File: src/design/lkc_pkg.sv
// Package for the keyed statement cache: sizes, command codes, request and result types, byte mask.
// No dependencies.
`default_nettype none
package lkc_pkg;
	localparam int SLOTS_DEF = 16;
	localparam int TEXT_MAX_DEF = 4096;
	localparam int NAME_BYTES_DEF = 8;

	typedef enum logic [1:0] {
		CMD_PARSE = 2'd0,
		CMD_BIND = 2'd1,
		CMD_CLOSE_STMT = 2'd2,
		CMD_CLOSE_PORTAL = 2'd3
	} cmd_t;

	typedef struct packed {
		logic [1:0] command;
		logic [63:0] name_key;
		logic [7:0] name_size;
		logic name_complete;
		logic [31:0] text_handle;
		logic [15:0] text_size;
		logic query_complete;
		logic body_truncated;
	} req_t;

	typedef struct packed {
		logic hit;
		logic [3:0] slot;
		logic [31:0] generation;
		logic truncated;
		logic evicted;
		logic [31:0] stored_text_handle;
		logic [12:0] stored_text_len;
		logic [4:0] occupancy;
		logic [31:0] eviction_count;
	} rsp_t;

	function automatic logic [63:0] byte_mask(input logic [7:0] nbytes);
		logic [63:0] m;
		m = '0;
		for (int i = 0; i < 8; i++)
			if (nbytes > 8'(i)) m[i*8 +: 8] = 8'hff;
		return m;
	endfunction
endpackage
`default_nettype wire

File: src/design/lkc_queue.sv
// Two-entry request queue between the front and back parts.
// Depends on lkc_pkg.
`default_nettype none
module lkc_queue (
	input wire logic clk,
	input wire logic arst_n,
	input wire lkc_pkg::req_t in_data,
	input wire logic in_valid,
	output logic in_ready,
	output lkc_pkg::req_t out_data,
	output logic out_valid,
	input wire logic out_ready
);
	import lkc_pkg::*;
	req_t mem_q [2];
	logic wp_q, rp_q;
	logic [1:0] cnt_q;
	logic push, pop;

	assign in_ready = (cnt_q != 2'd2);
	assign out_valid = (cnt_q != 2'd0);
	assign out_data = mem_q[rp_q];
	assign push = in_valid && in_ready;
	assign pop = out_valid && out_ready;

	always_ff @(posedge clk) begin
		if (push) mem_q[wp_q] <= in_data;
	end

	always_ff @(posedge clk or negedge arst_n) begin
		if (!arst_n) begin
			wp_q <= 1'b0;
			rp_q <= 1'b0;
			cnt_q <= '0;
		end else begin
			if (push) wp_q <= ~wp_q;
			if (pop) rp_q <= ~rp_q;
			cnt_q <= cnt_q + 2'(push) - 2'(pop);
		end
	end
endmodule
`default_nettype wire

File: config.mk
export PLATFORM = sky130hd
export DESIGN_NAME = lkc_queue
export DESIGN_NICKNAME = d
export VERILOG_FILES = /design/src/design/lkc_pkg.sv /design/src/design/lkc_queue.sv
export SDC_FILE = /design/constraint.sdc
export NUM_CORES = 1
export LEC_CHECK = 0
export BUFFER_PORTS_ARGS = -buffer_cell sky130_fd_sc_hd__buf_4
export CORE_MARGIN = 5
export CORE_UTILIZATION = 40
export DETAILED_ROUTE_END_ITERATION = 10
export PLACE_DENSITY = 0.75
export SLEW_MARGIN = 40
export SYNTH_ARGS = -nofsm -noshare
export SYNTH_HDL_FRONTEND = slang
export SYNTH_SLANG_ARGS = --single-unit
File: constraint.sdc
create_clock -name clk -period 12.95 [get_ports clk]
set_input_delay 3.2375 -clock clk [delete_from_list [all_inputs] [get_ports clk]]
set_output_delay 3.2375 -clock clk [all_outputs]
set_load 0.02 [all_outputs]
==> results of run 1 <==
[kinds of logic after synthesis]
logic type	after synthesis	share of synthesized area, %
xor+xnor	4	0.374
fa+ha+maj	2	0.267
buf+inv	15	1.19
flops	254	81.2
mux	125	16.6
simple gates	6	0.347
[cells in the mapped netlist]
| library cell | count | area share [%] |
|---|---|---|
| edfxtp_1 | 250 | 80 |
| mux2_2 | 85 | 10 |
| mux2_4 | 40 | 6.4 |
| buf_2 | 8 | 0.43 |
| buf_6 | 6 | 0.72 |
| dfrtp_1 | 4 | 1.1 |
| xnor2_1 | 3 | 0.28 |
| ha_1 | 2 | 0.27 |
| and2_1 | 1 | 0.067 |
| and3_1 | 1 | 0.067 |
| inv_1 | 1 | 0.040 |
| nand2_1 | 1 | 0.040 |
| nand2b_1 | 1 | 0.067 |
| nor2_1 | 1 | 0.040 |
| or2_2 | 1 | 0.067 |
| xor2_1 | 1 | 0.093 |
[worst paths after layout]
| kind | from | end | slack [ps] |
|---|---|---|---|
| min in group asynchronous | arst_n | cnt_q[1] | 2520 |
| hold reg to reg | cnt_q[0] | cnt_q[0] | 520 |
| setup / recovery | rp_q | out_data[48] | 7280 |
| max in group asynchronous | arst_n | rp_q | 10300 |
| hold / removal | cnt_q[0] | cnt_q[0] | 520 |
| setup reg to reg | cnt_q[1] | mem_q[1][84] | 11030 |
[metal layers]
layer  vias to the layer above  GRT usage, %
li1                       2171             -
met1                      2309          16.4
met2                       198          22.3
met3                        41          4.84
met4                         2          4.50
met5                         -             0
[stage by stage]
step                      power, mW  area (sq um)  util [%]  setup slack (ps)
after CTS                      2.99         12500      53.6              6810
final                          2.95         12500      53.8              7280
after floorplan                1.88          9370         -              3810
after detailed placement       2.27         11600      50.1              7380
after global routing           3.10         12500      53.8              7150
after global placement         2.24         11600      50.0              7150
[flip-flops by register name, summed over array words and instances, names as in the netlist]
signal  flops
mem_q     250
rp_q        1
cnt_q       2
wp_q        1
[layout make-up]
| cell class | instances | share of cell area (%) |
|---|---|---|
| multi-input combinational | 137 | 13.3 |
| clock inverter | 12 | 0.880 |
| sequential | 254 | 60.8 |
| inverter | 1 | 0.0300 |
| tap | 319 | 3.19 |
| timing repair buffer | 262 | 16.1 |
| clock buffer | 35 | 5.72 |
[report_power, final]
| part | total [mW] | switching, mW | internal (mW) | leakage, nW |
|---|---|---|---|---|
| logic | 1.06 | 0.569 | 0.491 | 1.98 |
| registers | 1.18 | 0.0558 | 1.12 | 2.37 |
| clock network | 0.714 | 0.288 | 0.426 | 0.407 |
| total | 2.95 | 0.913 | 2.04 | 4.76 |
==> reports/results.txt, run 1 <==
Seq/Total Area, Yosys - 81.2%
Detailed-route DRC error count - 0
Total gr overflow - 0
Gate Count Post-Synth - 406
Startpoint type of the worst setup path - flop
Sequential cell area - 7610 sq um
Multi-input logic area - 1660 sq um
WP data arrival - 2440 ps
Slowest cell delay on critical path - 640 ps
Leading cell types in the layout, fill and taps excluded - 257 x buf_4, 250 x edfxtp_1, 85 x mux2_2
Gr usage total - 13.4%
Core ar. - 23300 sq um
Clk_lat worst skew - 510 ps
Setup TNS - 0 ps
Filler cell count in the final layout - 1851
I/O pins - 256
Antenna viol nets, final - 0
Routed Wire Length - 18.8 mm
Antenna violations before repair - 1
Length in cells of the worst reg-to-reg path - 3
# H-tree levels - 1
Hold Path Depth - 1
Row count - 56
RSZ-0062 raised after global routing - no
Root Driver - clkbuf_16
Period utilisation layout - 43.8%
Largest net degree at the start of global routing - 81
Full die area - 26600 sq um
Met3 wire len - 1.72 mm
Mapped cell area - 9370 sq um
Crit path time final - 5670 ps
P&R area growth vs syn - 33.6%
Lkg Pwr - 4.76 nW
Die Y-Extent - 163 um
CTS clk-pin slew, worst paths - 60 ps
Setup Skew - 7.58 ps
CP Class - reg2out
Final setup violating endpoints - 0
Crit-path slowest cell - buf_6
Most common cell after layout, fill and taps aside - buf_4
Die Wd - 163 um
DRT iter0 DRCs - 272
WP buf/inv - 2
Post-CTS Resized - 0
DPL Wire Length - 12.9 mm
Yosys warns - 0
Via-to-Cell Ratio - 4.63
Max Cap Viol - 0
Synthesized Nets - 537
Vias - 4721
Slew HR - 47.6%
Slew Viols, Final - 0
Post-CTS Setup Inserts - 0
Number of global-route vias before repair - 5161
GPL Wtd Cong - 0.754
Final Instance Count excl. Fillers - 1020
CP Capture Type - primary output
Placed cell count - 971
Crit path max-delay family - buffers and inverters
Clk sinks - 254
Initial cell density of the core - 40.3%
Final hold violation count - 0
DRT Pass-1 Iters - 4
Ant diodes - 0
First-pass GRT wire length - 28.2 mm
M1 wire length - 7.21 mm
CP required - 9710 ps
Layout cells sized above 1 - 61.2%
WP depth - 3
Cell Pwr Density - 236 nW/um^2
CTS tree - yes
Top Layer Used - met5
PortBufs - 255
Average cell area after synthesis - 23.1 sq um
CP cell instances - buf_6, mux2_2, buf_4
Peak VDD IR - 0.153 mV
Critical path fanouts, max - 80
Peak Freq - 176 MHz
Clk buf depth - 3
Hold-fix buffers, CTS - 0
Metal2 WL - 9.32 mm
Cts bufs inserted - 26
Yosys cell types - 16
Worst slew pin tran - 786 ps
Outcome - complete, no violations
Final Hold Slack - 525 ps
HP Class - reg2reg
#FFs+latches synth - 254
Fin nets - 813
DR WL/cell - 18.4 um
No activity file was read; power rests on OpenSTA's default activity.
==> run 2, diff against run 1 <==
--- a/config.mk
+++ b/config.mk
@@ -9,7 +9,7 @@
 export CORE_MARGIN = 5
 export CORE_UTILIZATION = 40
 export DETAILED_ROUTE_END_ITERATION = 10
-export PLACE_DENSITY = 0.75
+export PLACE_DENSITY = 0.77
 export SLEW_MARGIN = 40
 export SYNTH_ARGS = -nofsm -noshare
 export SYNTH_HDL_FRONTEND = slang
==> constraint.sdc (replaced) <==
create_clock -name clk -period 5.1 [get_ports clk]
set_input_delay 1.275 -clock clk [delete_from_list [all_inputs] [get_ports clk]]
set_output_delay 1.275 -clock clk [all_outputs]
set_load 0.02 [all_outputs]
==> run 2 against run 1 <==
Net effect:
- critical path depth is the same
- power grew to 2.5 times the previous value
- worst hold slack gained 1.9 ps
- combinational power grew to 2.5 times the previous value
- cell count is the same
- die area is the same
- final area shrank 0.32%
- critical path type unchanged
==> reports/results.txt, run 2 (synthesized netlist as in run 1, its figures left out) <==
HP Class - reg2reg (unchanged)
Crit path time final - 3750 ps
Antenna violations before repair - 1 (unchanged)
Fin nets - 813 (unchanged)
CP Class - reg2out (unchanged)
Largest register FFs - 250 (unchanged)
Cts bufs inserted - 27 (was 26)
Largest net degree at the start of global routing - 126 (was 81)
Leading cell types in the layout, fill and taps excluded - 257 x buf_4, 250 x edfxtp_1, 85 x mux2_2 (unchanged)
Full die area - 26600 sq um (unchanged)
Final setup violating endpoints - 0 (unchanged)
Final hold violation count - 0 (unchanged)
Antenna viol nets, final - 0 (unchanged)
Gr usage total - 13.6% (was 13.4%)
I/O pins - 256 (unchanged)
Post-CTS Setup Inserts - 0 (unchanged)
Setup Skew - 15.5 ps (was 7.58 ps)
Max Cap Viol - 0 (unchanged)
CP Capture Type - primary output (unchanged)
PortBufs - 255 (unchanged)
Filler cell count in the final layout - 1919 (was 1851)
Worst slew pin tran - 821 ps (was 786 ps)
Cell Pwr Density - 596 nW/um^2 (was 236 nW/um^2)
Peak Freq - 267 MHz
Critical path fanouts, max - 47 (was 80)
P&R area growth vs syn - 33.1% (was 33.6%)
Via-to-Cell Ratio - 4.58 (was 4.63)
Clk buf depth - 3 (unchanged)
Switch share - 31.2% (was 30.9%)
RSZ-0062 raised after global routing - no (unchanged)
Die Y-Extent - 163 um (unchanged)
Routed Wire Length - 18.9 mm (was 18.8 mm)
Clock power share - 23.5% (was 24.2%)
Row count - 56 (unchanged)
Lkg Pwr - 4.73 nW (was 4.76 nW)
Crit path from - rp_q (unchanged)
CP required - 3830 ps (was 9710 ps)
Layout cells sized above 1 - 60.6% (was 61.2%)
Vias - 4676 (was 4721)
Number of global-route vias before repair - 5149 (was 5161)
Root Driver - clkbuf_16 (unchanged)
DRT Pass-1 Iters - 6 (was 4)
Length in cells of the worst reg-to-reg path - 4 (was 3)
Clk sinks - 254 (unchanged)
Total power - 7.44 mW (was 2.95 mW)
Initial cell density of the core - 40.3% (unchanged)
DRT iter0 DRCs - 234 (was 272)
CTS clk-pin slew, worst paths - 60 ps (about the same)
CTS tree - yes (unchanged)
Biggest regs - mem_q: 250 flops, cnt_q: 2 flops (unchanged)
# H-tree levels - 1 (unchanged)
Slew HR - 45.2% (was 47.6%)
Reg with most FFs - mem_q (unchanged)
Slew Viols, Final - 0 (unchanged)
Detailed-route DRC error count - 0 (unchanged)
Most common cell after layout, fill and taps aside - buf_4 (unchanged)
Post-CTS Resized - 0 (unchanged)
DR WL/cell - 18.5 um (was 18.4 um)
Period utilisation layout - 73.6%
Combinational share of power - 35.6% (was 35.9%)
Startpoint type of the worst setup path - flop (unchanged)
Final Hold Slack - 527 ps (was 525 ps)
Sequential share of power - 40.9% (was 40.0%)
Hold Path Depth - 1 (unchanged)
Die Wd - 163 um (unchanged)
Reg2reg setup slack - 3200 ps (was 11030 ps)
DPL Wire Length - 12.5 mm (was 12.9 mm)
First-pass GRT wire length - 28.5 mm (was 28.2 mm)
Switching power - 2.32 mW (was 0.913 mW)
Ant diodes - 0 (unchanged)
Worst R2R Start - cnt_q[1] (unchanged)
WHS Endpoint - cnt_q[0] (unchanged)
Critical hold path startpoint - cnt_q[0] (unchanged)
Setup TNS - 0 ps (unchanged)
Peak VDD IR - 0.649 mV (was 0.153 mV)
Hold-fix buffers, CTS - 0 (unchanged)
Clk_lat worst skew - 520 ps (was 510 ps)
Internal power - 5.11 mW (was 2.04 mW)
Core ar. - 23300 sq um (unchanged)
Total gr overflow - 0 (unchanged)
WP data arrival - 2480 ps (was 2440 ps)
Reg-to-Reg End - mem_q[0][102] (was mem_q[1][84])
GPL Wtd Cong - 0.754 (about the same)
Outcome - complete, no violations (unchanged)
[run 2: changes by cell type in the layout (fill, tap and decap cells not counted)]
cell and change:
inv_6 +1, bufinv_16 -2, clkbuf_8 +2, clkbuf_1 +4, buf_6 -1, clkinv_2 -4
[run 2: stage by stage]
stage | worst slack (ps) | instances | utilization, % | area [sq um]
detailed placement | 1880 | 971 | 50.1 | 11700
global placement | 1910 | 971 | 50.1 | 11700
finish | 1350 | 1020 | 53.6 | 12500
global route | 1230 | 1020 | 53.6 | 12500
CTS | 1300 | 1019 | 53.5 | 12500
floorplan | 27.7 | 406 | - | 9370
[run 2: cell type report]
type                       count  area (sq um)  area share, %
clock buffer                  41           758           6.08
clock inverter                 7          38.8          0.311
sequential                   254          7610           61.0
timing repair buffer         261          2000           16.0
tap                          319           399           3.20
inverter                       1          3.75         0.0301
multi-input combinational    137          1660           13.3
[run 2: worst max-delay path, cell delays in order, from the launching register on]
cell     delay, ps
dfrtp_4        850
buf_4          470
mux2_2         400
buf_4          160
[run 2: how the worst max path moves through the flow]
stage                   end  slack, ps  cells past startpoint
2_1_floorplan   mem_q[0][0]         30                      2
3_3_place_gp   out_data[67]       1910                      3
3_5_place_dp   out_data[67]       1880                      3
4_1_cts        out_data[72]       1300                      3
5_1_grt        out_data[67]       1230                      3
6_report       out_data[72]       1350                      3
[run 2: layer usage]
metal / global-route usage [%] / vias up / share of wire, %
met5: 0 / - / 0.069
li1: - / 2166 / -
met4: 3.13 / 2 / 2.3
met3: 5.35 / 31 / 9.0
met2: 23.5 / 173 / 51
met1: 16.3 / 2304 / 37
[run 2: power by group through the flow]
stage          combinational (mW)  clock (mW)  sequential, mW
2_1_floorplan                1.74           0            3.02
3_3_place_gp                 2.65           0            3.07
3_5_place_dp                 2.68           0            3.10
4_1_cts                      2.69        1.81            3.05
5_1_grt                      2.80        1.91            3.09
6_report                     2.65        1.75            3.04
